==> config.mk <==
export PLATFORM = sky130hd
export DESIGN_NAME = demand_paging_swap_manager
export DESIGN_NICKNAME = d
export VERILOG_FILES = /design/src/rtl/dpsm_pkg.sv /design/src/rtl/demand_paging_swap_manager.sv /design/src/rtl/dpsm_datapath.sv /design/src/rtl/dpsm_controller.sv
export SDC_FILE = /design/constraint.sdc
export NUM_CORES = 2
export LEC_CHECK = 0
export BUFFER_PORTS_ARGS = -buffer_cell sky130_fd_sc_hd__buf_2
export CORE_MARGIN = 3
export CORE_UTILIZATION = 30
export CTS_CLUSTER_SIZE = 30
export DETAILED_ROUTE_END_ITERATION = 10
export GPL_TIMING_DRIVEN = 0
export MAX_ROUTING_LAYER = met4
export PLACE_DENSITY = 0.43
export SLEW_MARGIN = 20
export SYNTH_ARGS = -nofsm -noshare
export SYNTH_HDL_FRONTEND = slang
export SYNTH_SLANG_ARGS = --single-unit
==> constraint.sdc <==
create_clock -name clock -period 24.5 [get_ports clock]
set_input_delay 1.225 -clock clock [delete_from_list [all_inputs] [get_ports clock]]
set_output_delay 1.225 -clock clock [all_outputs]
set_load 0.03 [all_outputs]
==> src/rtl/dpsm_pkg.sv <==
// Shared types and constants of the demand-paging swap manager.
// Holds the command/status structs between controller and datapath.
// No dependencies.
package dpsm_pkg;

   // widths of the command/status fields at the largest legal configuration
   localparam int PA_MAX_W  = 10;
   localparam int BA_MAX_W  = 14;
   localparam int FR_MAX_W  = 7;
   localparam int PID_MAX_W = 4;
   localparam int DI_MAX_W  = 6;

   localparam logic [1:0] KIND_MAP   = 2'd0;
   localparam logic [1:0] KIND_STORE = 2'd1;
   localparam logic [1:0] KIND_LOAD  = 2'd2;

   localparam logic [1:0] STAT_DONE         = 2'd0;
   localparam logic [1:0] STAT_NOT_WRITABLE = 2'd1;
   localparam logic [1:0] STAT_NO_OWNER     = 2'd2;

   localparam logic [7:0] MARK_PRESENT = 8'd1;
   localparam logic [7:0] MARK_DISC    = 8'd2;
   localparam logic [7:0] NONE_BYTE    = 8'd255;

   localparam logic [1:0] BYTE_PERM  = 2'd0;
   localparam logic [1:0] BYTE_FRAME = 2'd1;
   localparam logic [1:0] BYTE_MARK  = 2'd2;
   localparam logic [1:0] BYTE_DISC  = 2'd3;

   typedef struct packed {
      logic [PID_MAX_W-1:0] pid_sel;
      logic                 pm_re;
      logic                 pm_we;
      logic [PA_MAX_W-1:0]  pm_addr;
      logic [7:0]           pm_wdata;
      logic                 bs_re;
      logic                 bs_we;
      logic [BA_MAX_W-1:0]  bs_addr;
      logic [7:0]           bs_wdata;
      logic                 tbl_load;
      logic                 tbl_evict;
      logic                 frame_we;
      logic                 frame_free;
      logic [FR_MAX_W-1:0]  frame_idx;
      logic                 victim_adv;
      logic                 disc_we;
      logic                 disc_free;
      logic [DI_MAX_W-1:0]  disc_idx;
   } dpsm_cmd_type;

   typedef struct packed {
      logic                 frame_found;
      logic [FR_MAX_W-1:0]  free_frame;
      logic [DI_MAX_W-1:0]  free_disc;
      logic [FR_MAX_W-1:0]  victim;
      logic                 tbl_hit;
      logic [PID_MAX_W-1:0] tbl_hit_pid;
      logic                 sel_in_mem;
      logic [FR_MAX_W-1:0]  sel_frame;
      logic                 sel_on_disc;
      logic [DI_MAX_W-1:0]  sel_disc;
      logic [7:0]           pm_rdata;
      logic [7:0]           bs_rdata;
   } dpsm_stat_type;

endpackage

==> src/rtl/demand_paging_swap_manager.sv <==
// Top level of the demand-paging swap manager: controller plus datapath.
// Depends on dpsm_pkg, dpsm_controller, dpsm_datapath.
//
//   channel  ports                                         direction
//   req      req_valid/req_stall, kind, pid, vaddr, value  in
//   rsp      rsp_valid/rsp_stall, status, read_data,       out
//            phys_addr
//
// One item at a time.
// A table fault adds a frame fill, or a copy when the table comes back from disc.
// A page fault adds a copy when the page comes back from disc.
// An eviction adds a copy of the victim frame to disc, and for a data page an
// owner search through the tables of all PROCESSES.
// Synchronous reset empties all tables and frees all frames; memory is not
// cleared. A new item is taken while the last result waits on rsp_stall.
module demand_paging_swap_manager
   import dpsm_pkg::*;
#(
   parameter int MEM_BYTES   = 64,
   parameter int PAGE_BYTES  = 16,
   parameter int DISC_FRAMES = 20,
   parameter int PROCESSES   = 4
) (
   input  logic       clock,
   input  logic       reset,
   input  logic       req_valid,
   output logic       req_stall,
   input  logic [1:0] req_kind,
   input  logic [1:0] req_pid,
   input  logic [5:0] req_vaddr,
   input  logic [7:0] req_value,
   output logic       rsp_valid,
   input  logic       rsp_stall,
   output logic [1:0] rsp_status,
   output logic [7:0] rsp_read_data,
   output logic [5:0] rsp_phys_addr
);

   dpsm_cmd_type  cmd;
   dpsm_stat_type stat;

   dpsm_controller #(
      .MEM_BYTES  (MEM_BYTES),
      .PAGE_BYTES (PAGE_BYTES),
      .DISC_FRAMES(DISC_FRAMES),
      .PROCESSES  (PROCESSES)
   ) u_ctrl (
      .clock        (clock),
      .reset        (reset),
      .req_valid    (req_valid),
      .req_stall    (req_stall),
      .req_kind     (req_kind),
      .req_pid      (req_pid),
      .req_vaddr    (req_vaddr),
      .req_value    (req_value),
      .rsp_valid    (rsp_valid),
      .rsp_stall    (rsp_stall),
      .rsp_status   (rsp_status),
      .rsp_read_data(rsp_read_data),
      .rsp_phys_addr(rsp_phys_addr),
      .cmd          (cmd),
      .stat         (stat)
   );

   dpsm_datapath #(
      .MEM_BYTES  (MEM_BYTES),
      .PAGE_BYTES (PAGE_BYTES),
      .DISC_FRAMES(DISC_FRAMES),
      .PROCESSES  (PROCESSES)
   ) u_dp (
      .clock(clock),
      .reset(reset),
      .cmd  (cmd),
      .stat (stat)
   );

endmodule

==> src/rtl/dpsm_datapath.sv <==
// Datapath: physical memory, backing store, page-table directory, free maps.
// Executes commands from dpsm_controller and reports status.
// Depends on dpsm_pkg.
module dpsm_datapath
   import dpsm_pkg::*;
#(
   parameter int MEM_BYTES   = 64,
   parameter int PAGE_BYTES  = 16,
   parameter int DISC_FRAMES = 20,
   parameter int PROCESSES   = 4
) (
   input  logic          clock,
   input  logic          reset,
   input  dpsm_cmd_type  cmd,
   output dpsm_stat_type stat
);

   localparam int FRAMES   = MEM_BYTES / PAGE_BYTES;
   localparam int FR_W     = (FRAMES > 1) ? $clog2(FRAMES) : 1;
   localparam int PA_W     = $clog2(MEM_BYTES);
   localparam int BS_DEPTH = DISC_FRAMES * PAGE_BYTES;
   localparam int BA_W     = $clog2(BS_DEPTH);
   localparam int DI_W     = $clog2(DISC_FRAMES);
   localparam int PID_W    = (PROCESSES > 1) ? $clog2(PROCESSES) : 1;

   logic [7:0] pm_mem [MEM_BYTES];
   logic [7:0] bs_mem [BS_DEPTH];
   logic [7:0] pm_rdata_ff;
   logic [7:0] bs_rdata_ff;

   logic [PROCESSES-1:0]   in_mem_ff;
   logic [PROCESSES-1:0]   on_disc_ff;
   logic [FR_W-1:0]        tframe_ff [PROCESSES];
   logic [DI_W-1:0]        tdisc_ff  [PROCESSES];
   logic [FRAMES-1:0]      ffree_ff;
   logic [DISC_FRAMES-1:0] dfree_ff;
   logic [FR_W-1:0]        victim_ff;

   logic [PID_W-1:0] psel;
   logic [FR_W-1:0]  fidx;
   logic [DI_W-1:0]  didx;

   assign psel = cmd.pid_sel[PID_W-1:0];
   assign fidx = cmd.frame_idx[FR_W-1:0];
   assign didx = cmd.disc_idx[DI_W-1:0];

   always_ff @(posedge clock) begin
      if (cmd.pm_we) pm_mem[cmd.pm_addr[PA_W-1:0]] <= cmd.pm_wdata;
      if (cmd.pm_re) pm_rdata_ff <= pm_mem[cmd.pm_addr[PA_W-1:0]];
      if (cmd.bs_we) bs_mem[cmd.bs_addr[BA_W-1:0]] <= cmd.bs_wdata;
      if (cmd.bs_re) bs_rdata_ff <= bs_mem[cmd.bs_addr[BA_W-1:0]];
   end

   always_ff @(posedge clock) begin
      if (cmd.tbl_load)  tframe_ff[psel] <= fidx;
      if (cmd.tbl_evict) tdisc_ff[psel]  <= didx;
   end

   always_ff @(posedge clock) begin
      if (reset) begin
         in_mem_ff  <= '0;
         on_disc_ff <= '0;
         ffree_ff   <= '1;
         dfree_ff   <= '1;
         victim_ff  <= '0;
      end else begin
         if (cmd.tbl_load) begin
            in_mem_ff[psel]  <= 1'b1;
            on_disc_ff[psel] <= 1'b0;
         end
         if (cmd.tbl_evict) begin
            in_mem_ff[psel]  <= 1'b0;
            on_disc_ff[psel] <= 1'b1;
         end
         if (cmd.frame_we) ffree_ff[fidx] <= cmd.frame_free;
         if (cmd.disc_we)  dfree_ff[didx] <= cmd.disc_free;
         if (cmd.victim_adv) begin
            if (victim_ff == FR_W'(FRAMES - 1)) victim_ff <= '0;
            else victim_ff <= victim_ff + 1'b1;
         end
      end
   end

   always_comb begin
      logic             found;
      logic [FR_W-1:0]  ffirst;
      logic [DI_W-1:0]  dfirst;
      logic             hit;
      logic [PID_W-1:0] hit_pid;
      found   = 1'b0;
      ffirst  = '0;
      dfirst  = '0;
      hit     = 1'b0;
      hit_pid = '0;
      for (int i = FRAMES - 1; i >= 0; i--) begin
         if (ffree_ff[i]) begin
            found  = 1'b1;
            ffirst = FR_W'(i);
         end
      end
      for (int i = DISC_FRAMES - 1; i >= 0; i--) begin
         if (dfree_ff[i]) dfirst = DI_W'(i);
      end
      for (int p = 0; p < PROCESSES; p++) begin
         if (in_mem_ff[p] && tframe_ff[p] == victim_ff) begin
            hit     = 1'b1;
            hit_pid = PID_W'(p);
         end
      end
      stat.frame_found = found;
      stat.free_frame  = FR_MAX_W'(ffirst);
      stat.free_disc   = DI_MAX_W'(dfirst);
      stat.victim      = FR_MAX_W'(victim_ff);
      stat.tbl_hit     = hit;
      stat.tbl_hit_pid = PID_MAX_W'(hit_pid);
      stat.sel_in_mem  = in_mem_ff[psel];
      stat.sel_frame   = FR_MAX_W'(tframe_ff[psel]);
      stat.sel_on_disc = on_disc_ff[psel];
      stat.sel_disc    = DI_MAX_W'(tdisc_ff[psel]);
      stat.pm_rdata    = pm_rdata_ff;
      stat.bs_rdata    = bs_rdata_ff;
   end

endmodule

==> src/rtl/dpsm_controller.sv <==
// Controller: request sequencer for table load, eviction, page fault and access.
// Drives dpsm_datapath through command/status structs; holds the result register.
// Depends on dpsm_pkg.
module dpsm_controller
   import dpsm_pkg::*;
#(
   parameter int MEM_BYTES   = 64,
   parameter int PAGE_BYTES  = 16,
   parameter int DISC_FRAMES = 20,
   parameter int PROCESSES   = 4
) (
   input  logic          clock,
   input  logic          reset,
   input  logic          req_valid,
   output logic          req_stall,
   input  logic [1:0]    req_kind,
   input  logic [1:0]    req_pid,
   input  logic [5:0]    req_vaddr,
   input  logic [7:0]    req_value,
   output logic          rsp_valid,
   input  logic          rsp_stall,
   output logic [1:0]    rsp_status,
   output logic [7:0]    rsp_read_data,
   output logic [5:0]    rsp_phys_addr,
   output dpsm_cmd_type  cmd,
   input  dpsm_stat_type stat
);

   localparam int FRAMES = MEM_BYTES / PAGE_BYTES;
   localparam int FR_W   = (FRAMES > 1) ? $clog2(FRAMES) : 1;
   localparam int PB_W   = $clog2(PAGE_BYTES);
   localparam int EN_W   = PB_W - 2;
   localparam int PA_W   = $clog2(MEM_BYTES);
   localparam int BA_W   = $clog2(DISC_FRAMES * PAGE_BYTES);
   localparam int DI_W   = $clog2(DISC_FRAMES);
   localparam int PID_W  = (PROCESSES > 1) ? $clog2(PROCESSES) : 1;
   localparam int CNT_W  = PB_W + 1;

   typedef enum logic [4:0] {
      S_IDLE, S_ENS, S_ZERO, S_COPY, S_EV,
      S_SCAN_M, S_SCAN_MR, S_SCAN_MC, S_SCAN_D, S_SCAN_DR, S_SCAN_DC,
      S_EV_GO, S_EV_UPD, S_EV_WR,
      S_ENT_R0, S_ENT_R2, S_ENT_CHK, S_MAP_F, S_MAP_WR,
      S_ACC_R1, S_ACC_F, S_ACC_LD,
      S_BR_ENS, S_BR_FREE, S_BR_R3, S_BR_CHK, S_BR_WR,
      S_DONE
   } state_type;

   function automatic logic [PA_W-1:0] pm_at(logic [FR_W-1:0] fr, logic [PB_W-1:0] o);
      return PA_W'({fr, o});
   endfunction

   function automatic logic [BA_W-1:0] bs_at(logic [DI_W-1:0] d, logic [PB_W-1:0] o);
      return BA_W'({d, o});
   endfunction

   function automatic logic [PB_W-1:0] ent(logic [EN_W-1:0] j, logic [1:0] b);
      return {j, b};
   endfunction

   // entry disc byte reduced modulo DISC_FRAMES by binary-weighted compare and subtract
   function automatic logic [DI_W-1:0] disc_mod(logic [7:0] b);
      logic [15:0] r;
      r = 16'(b);
      for (int k = 7; k >= 0; k--) begin
         if (r >= 16'(DISC_FRAMES << k)) r = r - 16'(DISC_FRAMES << k);
      end
      return r[DI_W-1:0];
   endfunction

   state_type        state_ff, state_in, cp_ret_ff, cp_ret_in;
   logic [1:0]       kind_ff, kind_in;
   logic [PID_W-1:0] pid_ff, pid_in, sp_ff, sp_in, tblp_ff, tblp_in;
   logic [EN_W-1:0]  page_ff, page_in, sj_ff, sj_in;
   logic [PB_W-1:0]  off_ff, off_in;
   logic [7:0]       val_ff, val_in, perm_ff, perm_in, e0_ff, e0_in, b2_ff, b2_in;
   logic [FR_W-1:0]  f_ff, f_in, v_ff, v_in;
   logic [DI_W-1:0]  d_ff, d_in;
   logic             tbl_ff, tbl_in, own_ff, own_in, own_pm_ff, own_pm_in;
   logic [PA_W-1:0]  own_pa_ff, own_pa_in;
   logic [BA_W-1:0]  own_ba_ff, own_ba_in;
   logic [CNT_W-1:0] cnt_ff, cnt_in;
   logic             cp_in_ff, cp_in_in;
   logic             ens_br_ff, ens_br_in, ev_br_ff, ev_br_in, br_map_ff, br_map_in;
   logic [1:0]       res_st_ff, res_st_in;
   logic [7:0]       res_data_ff, res_data_in;
   logic [PA_W-1:0]  res_pa_ff, res_pa_in;
   logic             rsp_valid_ff, rsp_valid_in;
   logic [1:0]       rsp_st_ff, rsp_st_in;
   logic [7:0]       rsp_data_ff, rsp_data_in;
   logic [5:0]       rsp_pa_ff, rsp_pa_in;

   assign req_stall     = (state_ff != S_IDLE);
   assign rsp_valid     = rsp_valid_ff;
   assign rsp_status    = rsp_st_ff;
   assign rsp_read_data = rsp_data_ff;
   assign rsp_phys_addr = rsp_pa_ff;

   always_comb begin
      logic [4:0]      pid_wide;
      logic [7:0]      va8;
      logic [FR_W-1:0] tf;
      logic [FR_W-1:0] fr;
      logic [PA_W-1:0] pa;
      logic            finish_ev;
      logic            last_j;
      logic            last_p;
      logic [7:0]      wbyte;
      logic [DI_W-1:0] dmod;

      state_in = state_ff;   cp_ret_in = cp_ret_ff;   kind_in = kind_ff;
      pid_in = pid_ff;       sp_in = sp_ff;           tblp_in = tblp_ff;
      page_in = page_ff;     sj_in = sj_ff;           off_in = off_ff;
      val_in = val_ff;       perm_in = perm_ff;       e0_in = e0_ff;
      b2_in = b2_ff;         f_in = f_ff;             v_in = v_ff;
      d_in = d_ff;           tbl_in = tbl_ff;         own_in = own_ff;
      own_pm_in = own_pm_ff; own_pa_in = own_pa_ff;   own_ba_in = own_ba_ff;
      cnt_in = cnt_ff;       cp_in_in = cp_in_ff;     ens_br_in = ens_br_ff;
      ev_br_in = ev_br_ff;   br_map_in = br_map_ff;   res_st_in = res_st_ff;
      res_data_in = res_data_ff;                      res_pa_in = res_pa_ff;
      rsp_valid_in = rsp_valid_ff && rsp_stall;
      rsp_st_in = rsp_st_ff; rsp_data_in = rsp_data_ff; rsp_pa_in = rsp_pa_ff;

      cmd = '0;
      cmd.pid_sel = PID_MAX_W'(pid_ff);
      pid_wide  = 5'(req_pid);
      va8       = {2'b00, req_vaddr};
      tf        = stat.sel_frame[FR_W-1:0];
      fr        = stat.pm_rdata[FR_W-1:0];
      pa        = pm_at(fr, off_ff);
      finish_ev = 1'b0;
      last_j    = (sj_ff == EN_W'(PAGE_BYTES / 4 - 1));
      last_p    = (sp_ff == PID_W'(PROCESSES - 1));
      wbyte     = '0;
      dmod      = disc_mod(stat.pm_rdata);

      unique case (state_ff)
         S_IDLE: begin
            if (req_valid) begin
               for (int i = 0; i < 3; i++) begin
                  if (pid_wide >= 5'(PROCESSES)) pid_wide = pid_wide - 5'(PROCESSES);
               end
               kind_in     = req_kind;
               pid_in      = PID_W'(pid_wide);
               page_in     = EN_W'(va8 >> PB_W);
               off_in      = PB_W'(va8);
               val_in      = req_value;
               res_st_in   = STAT_DONE;
               res_data_in = '0;
               res_pa_in   = '0;
               ens_br_in   = 1'b0;
               if (req_kind > KIND_LOAD) state_in = S_DONE;
               else state_in = S_ENS;
            end
         end
         S_ENS: begin
            if (stat.sel_in_mem) begin
               state_in = ens_br_ff ? S_BR_FREE : S_ENT_R0;
            end else if (stat.frame_found) begin
               f_in           = stat.free_frame[FR_W-1:0];
               cmd.frame_we   = 1'b1;
               cmd.frame_free = 1'b0;
               cmd.frame_idx  = stat.free_frame;
               cmd.tbl_load   = 1'b1;
               cnt_in         = '0;
               if (stat.sel_on_disc) begin
                  d_in          = stat.sel_disc[DI_W-1:0];
                  cmd.disc_we   = 1'b1;
                  cmd.disc_free = 1'b1;
                  cmd.disc_idx  = stat.sel_disc;
                  cp_in_in      = 1'b1;
                  cp_ret_in     = S_ENS;
                  state_in      = S_COPY;
               end else begin
                  state_in = S_ZERO;
               end
            end else begin
               ev_br_in = 1'b0;
               state_in = S_EV;
            end
         end
         S_ZERO: begin
            cmd.pm_we    = 1'b1;
            cmd.pm_addr  = PA_MAX_W'(pm_at(f_ff, cnt_ff[PB_W-1:0]));
            cmd.pm_wdata = '0;
            cnt_in       = cnt_ff + 1'b1;
            if (cnt_ff == CNT_W'(PAGE_BYTES - 1)) begin
               cnt_in   = '0;
               state_in = S_ENS;
            end
         end
         S_COPY: begin
            if (cnt_ff != CNT_W'(PAGE_BYTES)) begin
               if (cp_in_ff) begin
                  cmd.bs_re   = 1'b1;
                  cmd.bs_addr = BA_MAX_W'(bs_at(d_ff, cnt_ff[PB_W-1:0]));
               end else begin
                  cmd.pm_re   = 1'b1;
                  cmd.pm_addr = PA_MAX_W'(pm_at(v_ff, cnt_ff[PB_W-1:0]));
               end
            end
            if (cnt_ff != '0) begin
               if (cp_in_ff) begin
                  cmd.pm_we    = 1'b1;
                  cmd.pm_addr  = PA_MAX_W'(pm_at(f_ff, PB_W'(cnt_ff - 1'b1)));
                  cmd.pm_wdata = stat.bs_rdata;
               end else begin
                  cmd.bs_we    = 1'b1;
                  cmd.bs_addr  = BA_MAX_W'(bs_at(d_ff, PB_W'(cnt_ff - 1'b1)));
                  cmd.bs_wdata = stat.pm_rdata;
               end
            end
            cnt_in = cnt_ff + 1'b1;
            if (cnt_ff == CNT_W'(PAGE_BYTES)) begin
               cnt_in   = '0;
               state_in = cp_ret_ff;
            end
         end
         S_EV: begin
            v_in    = stat.victim[FR_W-1:0];
            d_in    = stat.free_disc[DI_W-1:0];
            tbl_in  = stat.tbl_hit;
            tblp_in = stat.tbl_hit_pid[PID_W-1:0];
            own_in  = 1'b0;
            sp_in   = '0;
            sj_in   = '0;
            state_in = stat.tbl_hit ? S_EV_GO : S_SCAN_M;
         end
         S_SCAN_M: begin
            cmd.pid_sel = PID_MAX_W'(sp_ff);
            if (!stat.sel_in_mem) begin
               sj_in = '0;
               if (last_p) begin
                  sp_in    = '0;
                  state_in = own_ff ? S_EV_GO : S_SCAN_D;
               end else begin
                  sp_in = sp_ff + 1'b1;
               end
            end else begin
               cmd.pm_re   = 1'b1;
               cmd.pm_addr = PA_MAX_W'(pm_at(tf, ent(sj_ff, BYTE_MARK)));
               state_in    = S_SCAN_MR;
            end
         end
         S_SCAN_MR: begin
            cmd.pid_sel = PID_MAX_W'(sp_ff);
            b2_in       = stat.pm_rdata;
            cmd.pm_re   = 1'b1;
            cmd.pm_addr = PA_MAX_W'(pm_at(tf, ent(sj_ff, BYTE_FRAME)));
            state_in    = S_SCAN_MC;
         end
         S_SCAN_MC: begin
            cmd.pid_sel = PID_MAX_W'(sp_ff);
            if (b2_ff == MARK_PRESENT && stat.pm_rdata == 8'(v_ff)) begin
               own_in    = 1'b1;
               own_pm_in = 1'b1;
               own_pa_in = pm_at(tf, ent(sj_ff, BYTE_PERM));
            end
            state_in = S_SCAN_M;
            if (last_j) begin
               sj_in = '0;
               if (last_p) begin
                  sp_in    = '0;
                  state_in = own_in ? S_EV_GO : S_SCAN_D;
               end else begin
                  sp_in = sp_ff + 1'b1;
               end
            end else begin
               sj_in = sj_ff + 1'b1;
            end
         end
         S_SCAN_D: begin
            cmd.pid_sel = PID_MAX_W'(sp_ff);
            if (!stat.sel_on_disc) begin
               sj_in = '0;
               if (last_p) state_in = S_EV_GO;
               else sp_in = sp_ff + 1'b1;
            end else begin
               cmd.bs_re   = 1'b1;
               cmd.bs_addr = BA_MAX_W'(bs_at(stat.sel_disc[DI_W-1:0],
                                             ent(sj_ff, BYTE_MARK)));
               state_in    = S_SCAN_DR;
            end
         end
         S_SCAN_DR: begin
            cmd.pid_sel = PID_MAX_W'(sp_ff);
            b2_in       = stat.bs_rdata;
            cmd.bs_re   = 1'b1;
            cmd.bs_addr = BA_MAX_W'(bs_at(stat.sel_disc[DI_W-1:0],
                                          ent(sj_ff, BYTE_FRAME)));
            state_in    = S_SCAN_DC;
         end
         S_SCAN_DC: begin
            cmd.pid_sel = PID_MAX_W'(sp_ff);
            if (b2_ff == MARK_PRESENT && stat.bs_rdata == 8'(v_ff)) begin
               own_in    = 1'b1;
               own_pm_in = 1'b0;
               own_ba_in = bs_at(stat.sel_disc[DI_W-1:0], ent(sj_ff, BYTE_PERM));
            end
            state_in = S_SCAN_D;
            if (last_j) begin
               sj_in = '0;
               if (last_p) state_in = S_EV_GO;
               else sp_in = sp_ff + 1'b1;
            end else begin
               sj_in = sj_ff + 1'b1;
            end
         end
         S_EV_GO: begin
            if (!tbl_ff && !own_ff) begin
               res_st_in   = STAT_NO_OWNER;
               res_data_in = '0;
               res_pa_in   = '0;
               state_in    = S_DONE;
            end else begin
               cmd.disc_we   = 1'b1;
               cmd.disc_free = 1'b0;
               cmd.disc_idx  = DI_MAX_W'(d_ff);
               cnt_in        = '0;
               cp_in_in      = 1'b0;
               cp_ret_in     = S_EV_UPD;
               state_in      = S_COPY;
            end
         end
         S_EV_UPD: begin
            cnt_in = '0;
            if (tbl_ff) begin
               cmd.pid_sel   = PID_MAX_W'(tblp_ff);
               cmd.tbl_evict = 1'b1;
               cmd.disc_idx  = DI_MAX_W'(d_ff);
               finish_ev     = 1'b1;
            end else begin
               state_in = S_EV_WR;
            end
         end
         S_EV_WR: begin
            priority if (cnt_ff == CNT_W'(0)) wbyte = NONE_BYTE;
            else if (cnt_ff == CNT_W'(1))     wbyte = MARK_DISC;
            else                              wbyte = 8'(d_ff);
            if (own_pm_ff) begin
               cmd.pm_we    = 1'b1;
               cmd.pm_addr  = PA_MAX_W'(own_pa_ff + PA_W'(cnt_ff + 1'b1));
               cmd.pm_wdata = wbyte;
            end else begin
               cmd.bs_we    = 1'b1;
               cmd.bs_addr  = BA_MAX_W'(own_ba_ff + BA_W'(cnt_ff + 1'b1));
               cmd.bs_wdata = wbyte;
            end
            cnt_in = cnt_ff + 1'b1;
            if (cnt_ff == CNT_W'(2)) begin
               cnt_in    = '0;
               finish_ev = 1'b1;
            end
         end
         S_ENT_R0: begin
            cmd.pm_re   = 1'b1;
            cmd.pm_addr = PA_MAX_W'(pm_at(tf, ent(page_ff, BYTE_PERM)));
            state_in    = S_ENT_R2;
         end
         S_ENT_R2: begin
            e0_in       = stat.pm_rdata;
            cmd.pm_re   = 1'b1;
            cmd.pm_addr = PA_MAX_W'(pm_at(tf, ent(page_ff, BYTE_MARK)));
            state_in    = S_ENT_CHK;
         end
         S_ENT_CHK: begin
            if (kind_ff == KIND_MAP) begin
               if (stat.pm_rdata != MARK_PRESENT) begin
                  perm_in   = val_ff;
                  br_map_in = 1'b1;
                  state_in  = S_BR_ENS;
               end else begin
                  cmd.pm_re   = 1'b1;
                  cmd.pm_addr = PA_MAX_W'(pm_at(tf, ent(page_ff, BYTE_FRAME)));
                  state_in    = S_MAP_F;
               end
            end else if (kind_ff == KIND_STORE && e0_ff == '0) begin
               res_st_in = STAT_NOT_WRITABLE;
               state_in  = S_DONE;
            end else if (stat.pm_rdata != MARK_PRESENT) begin
               perm_in   = (kind_ff == KIND_STORE) ? 8'd1 : e0_ff;
               br_map_in = 1'b0;
               state_in  = S_BR_ENS;
            end else begin
               state_in = S_ACC_R1;
            end
         end
         S_MAP_F: begin
            f_in     = fr;
            state_in = S_MAP_WR;
         end
         S_MAP_WR: begin
            cmd.pm_we    = 1'b1;
            cmd.pm_addr  = PA_MAX_W'(pm_at(tf, ent(page_ff, BYTE_PERM)));
            cmd.pm_wdata = val_ff;
            res_st_in    = STAT_DONE;
            res_pa_in    = pm_at(f_ff, '0);
            state_in     = S_DONE;
         end
         S_ACC_R1: begin
            cmd.pm_re   = 1'b1;
            cmd.pm_addr = PA_MAX_W'(pm_at(tf, ent(page_ff, BYTE_FRAME)));
            state_in    = S_ACC_F;
         end
         S_ACC_F: begin
            res_pa_in = pa;
            res_st_in = STAT_DONE;
            if (kind_ff == KIND_STORE) begin
               cmd.pm_we    = 1'b1;
               cmd.pm_addr  = PA_MAX_W'(pa);
               cmd.pm_wdata = val_ff;
               state_in     = S_DONE;
            end else begin
               cmd.pm_re   = 1'b1;
               cmd.pm_addr = PA_MAX_W'(pa);
               state_in    = S_ACC_LD;
            end
         end
         S_ACC_LD: begin
            res_data_in = stat.pm_rdata;
            state_in    = S_DONE;
         end
         S_BR_ENS: begin
            ens_br_in = 1'b1;
            state_in  = S_ENS;
         end
         S_BR_FREE: begin
            if (stat.frame_found) begin
               f_in           = stat.free_frame[FR_W-1:0];
               cmd.frame_we   = 1'b1;
               cmd.frame_free = 1'b0;
               cmd.frame_idx  = stat.free_frame;
               cmd.pm_re      = 1'b1;
               cmd.pm_addr    = PA_MAX_W'(pm_at(tf, ent(page_ff, BYTE_MARK)));
               state_in       = S_BR_R3;
            end else begin
               ev_br_in = 1'b1;
               state_in = S_EV;
            end
         end
         S_BR_R3: begin
            b2_in       = stat.pm_rdata;
            cmd.pm_re   = 1'b1;
            cmd.pm_addr = PA_MAX_W'(pm_at(tf, ent(page_ff, BYTE_DISC)));
            state_in    = S_BR_CHK;
         end
         S_BR_CHK: begin
            cnt_in = '0;
            if (b2_ff == MARK_DISC) begin
               d_in          = dmod;
               cmd.disc_we   = 1'b1;
               cmd.disc_free = 1'b1;
               cmd.disc_idx  = DI_MAX_W'(dmod);
               cp_in_in      = 1'b1;
               cp_ret_in     = S_BR_WR;
               state_in      = S_COPY;
            end else begin
               state_in = S_BR_WR;
            end
         end
         S_BR_WR: begin
            priority if (cnt_ff == CNT_W'(0)) wbyte = perm_ff;
            else if (cnt_ff == CNT_W'(1))     wbyte = 8'(f_ff);
            else if (cnt_ff == CNT_W'(2))     wbyte = MARK_PRESENT;
            else                              wbyte = NONE_BYTE;
            cmd.pm_we    = 1'b1;
            cmd.pm_addr  = PA_MAX_W'(pm_at(tf, ent(page_ff, cnt_ff[1:0])));
            cmd.pm_wdata = wbyte;
            cnt_in       = cnt_ff + 1'b1;
            if (cnt_ff == CNT_W'(3)) begin
               cnt_in   = '0;
               state_in = br_map_ff ? S_MAP_WR : S_ACC_R1;
            end
         end
         S_DONE: begin
            if (!rsp_valid_ff || !rsp_stall) begin
               rsp_valid_in = 1'b1;
               rsp_st_in    = res_st_ff;
               rsp_data_in  = res_data_ff;
               rsp_pa_in    = 6'(res_pa_ff);
               state_in     = S_IDLE;
            end
         end
         default: state_in = S_IDLE;
      endcase

      if (finish_ev) begin
         cmd.frame_we   = 1'b1;
         cmd.frame_free = 1'b1;
         cmd.frame_idx  = FR_MAX_W'(v_ff);
         cmd.victim_adv = 1'b1;
         state_in       = ev_br_ff ? S_BR_ENS : S_ENS;
      end
   end

   always_ff @(posedge clock) begin
      if (reset) begin
         state_ff     <= S_IDLE;
         cp_ret_ff    <= S_IDLE;
         rsp_valid_ff <= 1'b0;
         ens_br_ff    <= 1'b0;
         ev_br_ff     <= 1'b0;
         br_map_ff    <= 1'b0;
         cp_in_ff     <= 1'b0;
         cnt_ff       <= '0;
         tbl_ff       <= 1'b0;
         own_ff       <= 1'b0;
      end else begin
         state_ff     <= state_in;
         cp_ret_ff    <= cp_ret_in;
         rsp_valid_ff <= rsp_valid_in;
         ens_br_ff    <= ens_br_in;
         ev_br_ff     <= ev_br_in;
         br_map_ff    <= br_map_in;
         cp_in_ff     <= cp_in_in;
         cnt_ff       <= cnt_in;
         tbl_ff       <= tbl_in;
         own_ff       <= own_in;
      end
      kind_ff     <= kind_in;
      pid_ff      <= pid_in;
      sp_ff       <= sp_in;
      tblp_ff     <= tblp_in;
      page_ff     <= page_in;
      sj_ff       <= sj_in;
      off_ff      <= off_in;
      val_ff      <= val_in;
      perm_ff     <= perm_in;
      e0_ff       <= e0_in;
      b2_ff       <= b2_in;
      f_ff        <= f_in;
      v_ff        <= v_in;
      d_ff        <= d_in;
      own_pm_ff   <= own_pm_in;
      own_pa_ff   <= own_pa_in;
      own_ba_ff   <= own_ba_in;
      res_st_ff   <= res_st_in;
      res_data_ff <= res_data_in;
      res_pa_ff   <= res_pa_in;
      rsp_st_ff   <= rsp_st_in;
      rsp_data_ff <= rsp_data_in;
      rsp_pa_ff   <= rsp_pa_in;
   end

endmodule
==> reports/metrics.csv <==
metric;value;unit
Avg WL per Cell;44.9;microns
P_sw;5.53;mW
Internal;10.2;mW
Seq/Total Area, Yosys;0.747;
commonest non-fill, non-tap cell in the layout;edfxtp_1;
Routed WL;631;mm
Yosys reg bits;3272;
r2r endpoint;u_dp.bs_rdata_ff[0];
Hold Path Stages;1;
fill cell count;40400;
GP Congestion;1.03;
crit path launch type;flop;
syn nets;7404;
initial core utilization;0.302;
Mapped Cells;7358;
max_slew headroom;0.102;
reg-to-reg setup timing slack;14.54;ns
first-pass GRT wire length;808;mm
EDFF count, synth;3217;
part of the cycle the worst path needs;0.407;
HP Class;in2reg;
Port Buf Inserts;39;
delay-heaviest family, CP;buffers and inverters;
Total Nets Final;8035;
worst hold start;req_pid[0];
final setup violation count;0;
final non-filler cell total;14100;
Fmax achieved;100;MHz
vias in the first global route;78800;
Reg power frac;0.396;
Clock Tree Root;clkbuf_16;
DR WL met2;271;mm
max-cap viol count;0;
combinational power share;0.257;
H-tree Lvls;5;
area share of the largest cell type after synthesis;0.738;
static leakage;44.4;nW
RSZ-0062 raised after global routing;no;
Cells after DPL;13300;
outcome;completed;
CP cell instances;clkbuf_1 > inv_1 > ha_1 > nor4b_1 > nor4_1 > nand2b_1 > and3_1 > clkbuf_2 > o21ai_2 > buf_2 > buf_2 > buf_2 > buf_2 > mux4_2 > mux2i_1 > o22ai_1 > nor2_1 > a311oi_1 > o21a_1;
Async S/R FF share, synth;0;
Die X;666;microns
most frequent cells in the layout;3217 x edfxtp_1, 669 x nand2_1, 601 x mux4_2;
R2R depth;19;
hold_ws;0.409;ns
vias per cell;5.96;
final hold viol count;0;
detailed-routing wirelength on met1;243;mm
mapped cell area;0.131;sq mm
Reg-to-Reg Start;u_ctrl.cnt_ff[0];
Total Routing Usage GR;0.286;
Avg Inst Size Synth;17.8;sq um
Pwr Total;15.7;mW
power density over cell area;101;mW/mm^2
Clk network pwr share;0.347;
initial antenna violation count;72;
worst endpoint required time;25.17;ns
area delta synth->final;19.0;%
drt pass-1 iters;9;
Buf/Inv on CP;7;
clk sinks;3272;
CP Max Fanout;10;
Max Slew Vio Count;0;
DP Area;0.144;sq mm
Top FF cell, synth;edfxtp_1;
die area;0.444;sq mm
cell taking the most area after synthesis;edfxtp_1;
worst slew pin tran;1.35;ns
Crit. End Element;flop;
setup TNS;0;ns
worst-skew pair later-pin latency;0.99;ns
CTS Buf Count;370;
end of the worst hold path;u_ctrl.pid_ff[0];
CTS tree;done;
max layer used;met4;
Final HPWL DP;440;mm
post_cts resized;0;
CP max-delay cell;buf_2;
via count;83800;
CP dominant cell by count;buf_2;
top cells by area, synth;edfxtp_1 74%, mux4_2 10%, nand2_1 1.9%, nor2_1 1.6%, mux2i_1 1.4%;
fin crit period;9.96;ns
met3 wire length;77.6;mm
row count;241;
clock-pin slew on the worst setup and hold paths;0.06;ns
DRC;0;
ANT nets after route;0;
setup repair bufs after CTS;0;
worst vdd ir;0.0720;mV
core area;0.433;sq mm
num ports;40;
initial DRC count;15300;
grt ovf;0;
layout cells sized above 1;0.220;
Warnings, synthesis;0;
switch share;0.351;
skew final;0.0814;ns
cell area after layout;0.156;sq mm
CTS max path bufs;4;
CP Class;reg2reg;
hold-fix buffers at CTS;0;
largest net degree at the start of global routing;65;
CP Data Arrival Time;10.64;ns
distinct cell type count after synthesis;103;
die height;666;microns
CP peak stage delay;1.05;ns
[metal layers]
metal,GRT usage,vias to the layer above
li1,-,31200
met5,-,-
met4,0.143,0
met2,0.407,6067
met3,0.0964,1399
met1,0.363,45100
[power groups by stage]
stage               Clock (mW)  Sequential, mW  Combinational [mW]
floorplan                    0            6.35                1.63
global placement             0            6.42                3.73
detailed placement           0            6.35                3.87
CTS                       5.49            6.24                3.88
global route              5.71            6.24                3.98
finish                    5.46            6.24                4.04
[cells by family after synthesis]
logic type                 Yosys count  share of synthesized area
DFF                               3272                      0.747
AOI/OAI and AO/OA                  998                     0.0552
xor gates and xnor gates            29                    0.00194
buffers and inverters              517                     0.0178
muxes                              803                      0.119
and+or+nand+nor                   1715                     0.0570
adders and majority gates           24                    0.00235
[state kept, by name, summed over array words and instances, names as in the netlist, 8 cells and up]
register / count
u_ctrl.perm_ff: 8
u_ctrl.val_ff: 8
u_dp.bs_mem: 2560
u_dp.dfree_ff: 20
u_dp.pm_mem: 512
u_ctrl.b2_ff: 8
u_dp.tdisc_ff: 20
u_ctrl.rsp_read_data: 8
u_dp.tframe_ff: 8
u_dp.bs_rdata_ff: 8
u_ctrl.e0_ff: 8
u_ctrl.res_data_ff: 8
u_dp.pm_rdata_ff: 8
[area by class of cell]
class	count	area, sq um	area share
flip-flops and latches	3272	97700	0.627
multi-input cells	3569	31300	0.201
clock buffers	451	9610	0.0617
well taps	5710	7140	0.0459
repair buffers	259	5260	0.0338
plain buffers	460	2290	0.0147
clock inverters	221	2000	0.0128
inverters	57	214	0.00137
diodes	63	158	0.00101
[worst max path at each step]
stage / start / endpoint / slack [ns] / depth (start not counted)
global placement: u_ctrl.cnt_ff[0] / u_dp.bs_mem[202][4] / -11.92 / 7
CTS: u_ctrl.state_ff[4] / u_dp.bs_rdata_ff[1] / 14.60 / 16
global route: u_ctrl.state_ff[2] / u_dp.bs_rdata_ff[1] / 14.80 / 17
detailed placement: u_ctrl.state_ff[4] / u_dp.bs_rdata_ff[1] / 14.64 / 16
finish: u_ctrl.cnt_ff[0] / u_dp.bs_rdata_ff[0] / 14.54 / 19
floorplan: u_ctrl.cnt_ff[0] / u_dp.bs_mem[0][1] / 7.83 / 7
[cells in the mapped netlist, types with 9 or more instances]
cell,count
a2111oi_0,14
inv_1,57
a211oi_1,67
a21oi_1,221
mux2i_1,186
buf_4,20
o22ai_1,21
and2_1,23
o21ai_0,107
xor2_1,9
a22oi_1,115
nand2_1,670
mux2_2,15
nor2_1,558
xnor2_1,20
a311oi_1,32
mux4_2,601
a221oi_1,56
o21a_1,11
buf_2,188
or4_1,12
and3_1,20
edfxtp_1,3217
o2bb2ai_1,21
or3_1,9
nor4_1,27
nor3_1,82
nand2b_1,10
a222oi_1,35
a31oi_1,48
dfxtp_1,55
nor2b_1,13
a22o_1,23
a221o_1,22
nand4_1,46
nand3_1,203
o211ai_1,33
o2111ai_1,17
ha_1,23
clkbuf_1,193
o2111a_1,20
buf_1,48
a32oi_1,15
[worst reg2reg max path, stage by stage (launching register included)]
cell      delay (ns)
dfxtp_1         0.37
clkbuf_1        0.52
inv_1           0.29
ha_1            0.37
nor4b_1         0.19
nor4_1          0.46
nand2b_1        0.15
and3_1          0.22
clkbuf_2        0.45
o21ai_2         0.69
buf_2           0.80
buf_2           0.81
buf_2           1.13
buf_2           0.86
mux4_2          0.49
mux2i_1         0.52
o22ai_1         0.21
nor2_1          0.52
a311oi_1        0.24
o21a_1          0.37
[through the flow]
stage	util	setup slack, ns
floorplan	-	7.83
global placement	0.319	-11.92
detailed placement	0.333	14.64
CTS	0.359	14.60
global route	0.360	14.80
finish	0.360	14.54
Note: power is estimated with default switching activity, not from simulation.
